$ cat config.mk
export PLATFORM = sky130hd
export DESIGN_NAME = lslf_ctrl
export DESIGN_NICKNAME = d
export VERILOG_FILES = /design/src/rtl/lslf_pkg.sv /design/src/rtl/lslf_ctrl.sv
export SDC_FILE = /design/constraint.sdc
export NUM_CORES = 1
export LEC_CHECK = 0
export ABC_AREA = 0
export CORE_MARGIN = 4
export CORE_UTILIZATION = 59
export CTS_CLUSTER_DIAMETER = 30
export DETAILED_ROUTE_END_ITERATION = 16
export DONT_BUFFER_PORTS = 1
export PLACE_DENSITY = 0.76
export SETUP_SLACK_MARGIN = 0.5
export SLEW_MARGIN = 20
export SYNTH_ARGS = -nofsm -noshare
export SYNTH_HDL_FRONTEND = slang
export SYNTH_SLANG_ARGS = --single-unit
$ cat constraint.sdc
create_clock -name i_clk -period 3.87 [get_ports i_clk]
set_clock_uncertainty 0.2 [all_clocks]
set_input_delay 0.387 -clock i_clk [delete_from_list [all_inputs] [get_ports i_clk]]
set_output_delay 0.387 -clock i_clk [all_outputs]
set_load 0.05 [all_outputs]
$ cat src/rtl/lslf_pkg.sv
// ----------------------------------------------------------------------------
// Least-squares line fit package
// Shared widths, register indexes, operand selects and the command and status
// bundles between the controller and the datapath.
// ----------------------------------------------------------------------------
package lslf_pkg;

    localparam int IN_W            = 24;
    localparam int OUT_W           = 32;
    localparam int CFG_IDX_W       = 3;
    localparam int DEF_MAX_SAMPLES = 1024;
    localparam int DEF_SAMPLE_BITS = 24;
    localparam int DEF_FRAC_BITS   = 12;

    typedef enum logic [CFG_IDX_W-1:0] {
        CFG_FIT_MODE = 3'd0,
        CFG_X_SOURCE = 3'd1,
        CFG_X_START  = 3'd2,
        CFG_X_STEP   = 3'd3
    } t_cfg_idx;

    typedef enum logic [1:0] {A_SXX = 2'd0, A_SX = 2'd1, A_SXY = 2'd2} t_asel;
    typedef enum logic [1:0] {B_N = 2'd0, B_SX = 2'd1, B_SY = 2'd2} t_bsel;
    typedef enum logic [1:0] {N_ACC = 2'd0, N_SXY = 2'd1, N_SY = 2'd2} t_nsel;
    typedef enum logic [1:0] {D_REG = 2'd0, D_SXX = 2'd1, D_N = 2'd2} t_dsel;

    typedef struct packed {
        logic  mul_go;
        logic  mul_clr;
        logic  mul_sub;
        t_asel asel;
        t_bsel bsel;
        logic  div_go;
        t_nsel nsel;
        t_dsel dsel;
        logic  div_shift;
        logic  div_to_icpt;
        logic  store_d;
        logic  clr_res;
        logic  emit;
    } t_cmd;

    typedef struct packed {
        logic fit_mode;
        logic sxx_zero;
        logic n_zero;
        logic acc_zero;
        logic mul_busy;
        logic div_busy;
    } t_status;

endpackage

$ cat src/rtl/lslf_ctrl.sv
// ----------------------------------------------------------------------------
// Least-squares line fit controller
// Sequences the products of the normal equations and the divisions after the
// last sample of a set, and presents the result strobe.
// ----------------------------------------------------------------------------
module lslf_ctrl
    import lslf_pkg::*;
(
    input  logic    i_clk,
    input  logic    i_rst_n,
    input  logic    i_accept,
    input  logic    i_last,
    input  t_status i_status,
    output t_cmd    o_cmd,
    output logic    o_busy,
    output logic    o_valid,
    output logic    [1:0] o_rank
);

    typedef enum logic [13:0] {
        S_IDLE       = 14'b00000000000001,
        S_CHECK      = 14'b00000000000010,
        S_MUL_D0     = 14'b00000000000100,
        S_MUL_D1     = 14'b00000000001000,
        S_TEST_D     = 14'b00000000010000,
        S_MUL_S0     = 14'b00000000100000,
        S_MUL_S1     = 14'b00000001000000,
        S_DIV_S      = 14'b00000010000000,
        S_MUL_I0     = 14'b00000100000000,
        S_MUL_I1     = 14'b00001000000000,
        S_DIV_I      = 14'b00010000000000,
        S_DIV_SLOPE0 = 14'b00100000000000,
        S_DIV_MEAN   = 14'b01000000000000,
        S_EMIT       = 14'b10000000000000
    } t_state;

    t_state     r_state, n_state;
    logic [1:0] r_rank, n_rank;

    always_comb begin
        n_state = r_state;
        n_rank  = r_rank;
        case (r_state)
            S_IDLE: begin
                if (i_accept && i_last) begin
                    n_state = S_CHECK;
                    n_rank  = 2'd0;
                end
            end
            S_CHECK: begin
                if (!i_status.fit_mode) begin
                    if (i_status.sxx_zero) begin
                        n_state = S_EMIT;
                    end else begin
                        n_state = S_DIV_SLOPE0;
                        n_rank  = 2'd1;
                    end
                end else if (i_status.n_zero) begin
                    n_state = S_EMIT;
                end else begin
                    n_state = S_MUL_D0;
                end
            end
            S_MUL_D0: if (!i_status.mul_busy) n_state = S_MUL_D1;
            S_MUL_D1: if (!i_status.mul_busy) n_state = S_TEST_D;
            S_TEST_D: begin
                if (i_status.acc_zero) begin
                    n_state = S_DIV_MEAN;
                    n_rank  = 2'd1;
                end else begin
                    n_state = S_MUL_S0;
                end
            end
            S_MUL_S0: if (!i_status.mul_busy) n_state = S_MUL_S1;
            S_MUL_S1: if (!i_status.mul_busy) n_state = S_DIV_S;
            S_DIV_S:  if (!i_status.div_busy) n_state = S_MUL_I0;
            S_MUL_I0: if (!i_status.mul_busy) n_state = S_MUL_I1;
            S_MUL_I1: if (!i_status.mul_busy) n_state = S_DIV_I;
            S_DIV_I: begin
                if (!i_status.div_busy) begin
                    n_state = S_EMIT;
                    n_rank  = 2'd2;
                end
            end
            S_DIV_SLOPE0: if (!i_status.div_busy) n_state = S_EMIT;
            S_DIV_MEAN:   if (!i_status.div_busy) n_state = S_EMIT;
            S_EMIT:   n_state = S_IDLE;
            default:  n_state = S_IDLE;
        endcase
    end

    // Commands are issued once, on entry to a state. The set is cleared at the
    // end of the result beat.
    always_comb begin
        o_cmd = '0;
        if (n_state != r_state) begin
            case (n_state)
                S_CHECK: o_cmd.clr_res = 1'b1;
                S_MUL_D0: begin
                    o_cmd.mul_go  = 1'b1;
                    o_cmd.mul_clr = 1'b1;
                    o_cmd.asel    = A_SXX;
                    o_cmd.bsel    = B_N;
                end
                S_MUL_D1: begin
                    o_cmd.mul_go  = 1'b1;
                    o_cmd.mul_sub = 1'b1;
                    o_cmd.asel    = A_SX;
                    o_cmd.bsel    = B_SX;
                end
                S_TEST_D: o_cmd.store_d = 1'b1;
                S_MUL_S0: begin
                    o_cmd.mul_go  = 1'b1;
                    o_cmd.mul_clr = 1'b1;
                    o_cmd.asel    = A_SXY;
                    o_cmd.bsel    = B_N;
                end
                S_MUL_S1: begin
                    o_cmd.mul_go  = 1'b1;
                    o_cmd.mul_sub = 1'b1;
                    o_cmd.asel    = A_SX;
                    o_cmd.bsel    = B_SY;
                end
                S_DIV_S: begin
                    o_cmd.div_go = 1'b1;
                    o_cmd.nsel   = N_ACC;
                    o_cmd.dsel   = D_REG;
                end
                S_MUL_I0: begin
                    o_cmd.mul_go  = 1'b1;
                    o_cmd.mul_clr = 1'b1;
                    o_cmd.asel    = A_SXX;
                    o_cmd.bsel    = B_SY;
                end
                S_MUL_I1: begin
                    o_cmd.mul_go  = 1'b1;
                    o_cmd.mul_sub = 1'b1;
                    o_cmd.bsel    = B_SX;
                    o_cmd.asel    = A_SXY;
                end
                S_DIV_I: begin
                    o_cmd.div_go      = 1'b1;
                    o_cmd.nsel        = N_ACC;
                    o_cmd.dsel        = D_REG;
                    o_cmd.div_shift   = 1'b1;
                    o_cmd.div_to_icpt = 1'b1;
                end
                S_DIV_SLOPE0: begin
                    o_cmd.div_go = 1'b1;
                    o_cmd.nsel   = N_SXY;
                    o_cmd.dsel   = D_SXX;
                end
                S_DIV_MEAN: begin
                    o_cmd.div_go      = 1'b1;
                    o_cmd.nsel        = N_SY;
                    o_cmd.dsel        = D_N;
                    o_cmd.div_shift   = 1'b1;
                    o_cmd.div_to_icpt = 1'b1;
                end
                default: o_cmd = '0;
            endcase
        end
        if (r_state == S_EMIT) o_cmd.emit = 1'b1;
    end

    always_ff @(posedge i_clk) begin
        if (!i_rst_n) begin
            r_state <= S_IDLE;
            r_rank  <= 2'd0;
        end else begin
            r_state <= n_state;
            r_rank  <= n_rank;
        end
    end

    assign o_busy  = (r_state != S_IDLE);
    assign o_valid = (r_state == S_EMIT);
    assign o_rank  = r_rank;

endmodule

==> results.toml, run 1 <==
[die]
coreArea_sq_um = 2040
pin_count = 31
rows = 16
die_w_microns = 55.2
chipHeight_microns = 55.2
initial_core_util_pct = 64.4
die_area_sq_um = 3050

[critical_path]
critPathRequiredTime_ns = 3.28
crit_start = "r_state[11]$_SDFF_PN0_"
start_kind = "flop"
endpoint_kind = "primary output"
crit_type = "reg -> out"
crit_arrival_ns = 2.73
path_max_fanout = 10
r2r_start = "r_state[11]$_SDFF_PN0_"

[global_routing]
track_usage_pct = 21.8
antenna_found_initial = 0
grt_pass1_vias = 1146
grt_max_degree = 17
grt_pass1_wl_mm = 5.47
grt-ovfl-total = 0

[yosys]
post-synth-top-count-cell = "dfxtp_1"
yosysWarnings = 0
yosys-top-cells-area = "dfxtp_1 24%, nor2_1 4.0%, nor3_1 3.4%"
ys_types = 50
syn_inst = 164
yosysTopAreaCell = "dfxtp_1"
synth_edf_count = 0
synth_commonest_cells = "16 x dfxtp_1, 14 x nor2_1, 12 x nand2_1"
synth_area_per_cell_sq_um = 8.02
yosys_most_used_dff = "dfxtp_1"
ys_seq_area_share_pct = 24.4
synthesis.nets = 174
synth-async-reset-ratio_pct = 0
synth.top_cell.area_share_pct = 24.4
ys_ff_latch = 16
syn_area_sq_um = 1320

[cells_and_area]
area_delta_synth_final_pct = 7.14
final_nets = 176
fillers = 177
insertedDiodeCount = 0
drive_gt1_share_pct = 20.0
final_area_sq_um = 1410
finish.utilization_pct = 69.0

[detailed_routing]
m1WireLength_mm = 1.44
viasPerCell = 6.73
route.vias.total = 1292
wl_met2_mm = 1.60
drt-initial-drc-count = 65
drc_errors = 0
antenna_left = 0
wl_per_cell_microns = 17.7
dr_wl_met3_microns = 241
top_layer_used = "met4"
routed_wirelength_mm = 3.40
drtPass1Iterations = 5

[cts]
clk_latency_ns = 0.30
clock_sinks = 16
cts_made_buffers = 3
root_buffer = "clkbuf_4"
cts_tree = "done"
clk_pin_slew_ns = 0.10
htreeDepth = 1
cts.path.max_buffers = 2

[sta]
hold_viol_final = 0
timing.slew.headroom_pct = 37.4
max_slew.worst_pin.slew_ns = 0.941
setup_tns_ns = 0
max_freq_mhz = 302
rsz0062_at_grt = "yes"
finalSetupViolCount = 0
drv_slew = 0
fin_crit_sh_pct = 85.6
min_period_ns = 3.31

[power_and_ir_drop]
leakage_uw = 0.000555
power.ir.vdd_worst_v = 0.000591
power_uw = 672
power_density_nw_per_um2 = 477

[placed_design]
gp_congestion = 0.933
hpwl_mm = 2.48
placed_area_sq_um = 1320
port_buffers = 0

[status]
status = "completed"

[job]
drv_cap = 0

[hold_path]
hold_class = "in -> reg"
worstHoldStart = "i_rst_n"
==> repair_timing <==
action                                  CTS  global route
pin swaps                                 0             2
gates resized for setup                   1             6
hold buffers                              1             1
buffers inserted                          0             1
endpoints found under the setup margin    1             4
hold endpoints to repair                  1             2
==> through the flow <==
step | worst slack (ns) | std cells | hold WS (ns)
2_1_floorplan | 0.569 | 164 | 0.315
3_3_place_gp | 0.702 | 185 | 0.254
3_5_place_dp | 0.675 | 185 | 0.257
4_1_cts | 0.517 | 190 | 0.00362
5_1_grt | 0.482 | 192 | -0.00249
6_report | 0.556 | 192 | 0.00114
==> cell families (layout without fill, tap and decap cells) <==
| group | count (synthesis) | after routing | synth area share [%] |
|---|---|---|---|
| buffers and inverters | 17 | 18 | 8.94 |
| flip-flops | 16 | 16 | 24.4 |
| AND/OR/NAND/NOR | 90 | 90 | 41.6 |
| AO/OA/AOI/OAI | 34 | 34 | 20.4 |
| multiplexers | 1 | 1 | 0.761 |
| XOR/XNOR | 6 | 6 | 4.00 |
==> worst max-delay path: stages, from the launching register on <==
cell,delay (ns)
dfxtp_1,0.49
nor4_4,0.08
buf_4,0.18
nand3_4,0.18
or2_1,0.17
nor3b_2,0.06
or3_2,0.59
o41a_2,0.68
==> final cells by class <==
type | count | area, sq um | share of cell area [%]
multi-input cells | 131 | 925 | 65.6
flip-flops and latches | 16 | 323 | 22.9
repair buffers | 9 | 72.6 | 5.15
clock buffers | 4 | 36.3 | 2.58
well taps | 27 | 33.8 | 2.40
inverters | 5 | 18.8 | 1.33
==> cell usage in the layout (no fill, tap or decap), types with 3 or more instances in the layout <==
master    Yosys  routed
nor2b_1       7       7
a21oi_1       5       5
dfxtp_1      16      14
clkbuf_4      1       3
nand4_1       5       5
o21a_1        3       3
o21ai_0       4       4
nor3_1        9       7
nand2b_1      6       6
nor2_1       14      13
xor2_1        5       5
inv_1         5       5
and2_1        5       5
nor4_4        2       3
nand3_1       6       6
and3_1        3       3
nand2_1      12      12
nand3b_1      3       3
a31oi_1       3       3
buf_4         6       7
o22ai_1       3       3
==> power by group <==
part,total [uW],internal [uW],switching (uW),leakage [uW]
Sequential,202,177,25.1,0.000130
Clock,116,57.4,58.6,0.0000210
Combinational,353,115,238,0.000404
==> per-layer routing <==
metal	up-vias	track usage [%]
li1	598	-
met1	607	29.3
met2	66	33.4
met3	21	3.03
met4	0	11.5
met5	-	0
==> sequential cells by signal, indices dropped and copies added (netlist names) <==
name     count
o_rank       2
r_state     14
==> final timing paths <==
path / to / slack [ns] / cells past startpoint
max: o_cmd[16] / 0.56 / 7
max reg2reg: o_rank[0]$_SDFFE_PN0P_ / 1.34 / 7
min: r_state[9]$_SDFF_PN0_ / 0.001 / 1
min reg2reg: r_state[1]$_SDFF_PN0_ / 0.39 / 1
No activity file was read; power rests on OpenSTA's default activity.
==> run 2, diff against run 1 <==
--- a/config.mk
+++ b/config.mk
@@ -12,6 +12,7 @@
 export DETAILED_ROUTE_END_ITERATION = 16
 export DONT_BUFFER_PORTS = 1
 export PLACE_DENSITY = 0.76
+export RECOVER_POWER = 100
 export SETUP_SLACK_MARGIN = 0.5
 export SLEW_MARGIN = 20
 export SYNTH_ARGS = -nofsm -noshare
==> results.toml, run 2 (synthesized netlist as in run 1, its figures left out) <==
[status]
status = "finished, violations left"
violations = "hold timing"

[cells_and_area]
fillers = 186
largest_register_ffs = 14
final_common_cell = "dfxtp_1"
top_register = "r_state"
drive_gt1_share_pct = 13.9
final_nets = 176
insertedDiodeCount = 0
area_delta_synth_final_pct = 2.38
mostFrequentLayoutCells = "14 x dfxtp_1, 13 x nor2_1, 12 x nand2_1"
instances_no_fill = 192

[die]
rows = 16
die_area_sq_um = 3050
pin_count = 31
coreArea_sq_um = 2040
die_w_microns = 55.2
initial_core_util_pct = 64.4
chipHeight_microns = 55.2

[critical_path]
crit_arrival_ns = 2.82
cp_top_family = "simple AND/OR/NAND/NOR gates"
start_kind = "flop"
reg2regPathDepth = 7
cp_slowest_stage_delay_ns = 0.69
r2r_setup_slack_ns = 1.38
path_buf_inv = 1
critPathRequiredTime_ns = 3.28
cp.depth = 6
cp_slowest_cell = "nor4_1"
cp_cell_sequence = "nor4_4 -> buf_4 -> nand3_4 -> nor4_1 -> or3_2 -> o41a_2"
endpoint_kind = "primary output"
path_max_fanout = 10
crit_type = "reg -> out"

[sta]
fin_crit_sh_pct = 88.1
timing.slew.headroom_pct = 21.5
hold_viol_final = 1
setup_tns_ns = 0
min_period_ns = 3.41
max_freq_mhz = 293
rsz0062_at_grt = "yes"
finalSetupViolCount = 0
max_slew.worst_pin.slew_ns = 1.18
drv_slew = 0
whs_ns = -0.00568

[detailed_routing]
route.vias.total = 1252
antenna_left = 0
routed_wirelength_mm = 3.39
viasPerCell = 6.52
drt-initial-drc-count = 63
drtPass1Iterations = 4
wl_per_cell_microns = 17.7
drc_errors = 0

[power_and_ir_drop]
power_density_nw_per_um2 = 490
leakage_uw = 0.000532
power.ir.vdd_worst_v = 0.000578

[cts]
cts_tree = "done"
root_buffer = "clkbuf_4"
cts.path.max_buffers = 2
htreeDepth = 1
clock_sinks = 16
clk_latency_ns = 0.31
cts_made_buffers = 3
clk_pin_slew_ns = 0.11

[global_routing]
grt_max_degree = 17
antenna_found_initial = 0
grt_pass1_wl_mm = 5.47
grt-ovfl-total = 0
track_usage_pct = 21.8
grt_pass1_vias = 1146

[hold_path]
worst_hold_path.num_cells = 1
hold_class = "in -> reg"

[placed_design]
hpwl_mm = 2.48
port_buffers = 0
gp_congestion = 0.933
dp.cells = 185

[job]
drv_cap = 0
run 2: cell types whose count changed in the layout (fill, tap and decap cells not counted), moves of 2 or more:
cell / previous run / this run
nor4_1: 1 / 3
buf_4: 7 / 4
and2_0: 0 / 2
and2_1: 5 / 3
nor4_4: 3 / 1
clkbuf_1: 0 / 3
or2_0: 0 / 2
run 2: layout make-up:
type,instances,area (sq um),area share [%]
clock buffer,4,36.3,2.70
inverter,5,18.8,1.39
multi-input combinational,131,873,64.9
sequential,16,323,24.0
tap,27,33.8,2.51
timing repair buffer,9,61.3,4.55
run 2: power by group:
group	leakage (uW)	total [uW]	switching, uW	internal, uW
clock	0.0000210	118	60.6	57.5
combinational	0.000380	340	233	107
sequential	0.000130	202	25.1	177
run 2: per-layer routing:
layer	global-route usage, %	share of wire [%]
met1	29.3	43
met2	33.4	48
met3	3.03	6.7
met4	11.5	2.5
met5	0	0
run 2: path summary, 6_finish.rpt:
| path | from | to |
|---|---|---|
| max | r_state[11]$_SDFF_PN0_ | o_cmd[16] |
| min | i_rst_n | r_state[9]$_SDFF_PN0_ |
| max reg2reg | r_state[11]$_SDFF_PN0_ | o_rank[0]$_SDFFE_PN0P_ |
| min reg2reg | r_state[10]$_SDFF_PN0_ | r_state[10]$_SDFF_PN0_ |
run 2: through the flow:
step                      hold WS [ns]  util, %  area [sq um]  power (uW)  setup WS, ns
after floorplan                  0.315        -          1320         495         0.569
after global placement           0.254     64.8          1320         540         0.702
after detailed placement         0.257     64.8          1320         544         0.675
after CTS                      0.00362     67.1          1370         658         0.517
after global routing          -0.00248     65.9          1350         696         0.299
final                         -0.00568     65.9          1350         660         0.460
run 2: timing repair:
action,in CTS,in global routing
buffers inserted,0,1
hold buffers,1,1
resized for setup,1,6
pin swaps,0,2
hold endpoints to repair,1,2
setup endpoints to repair,1,4
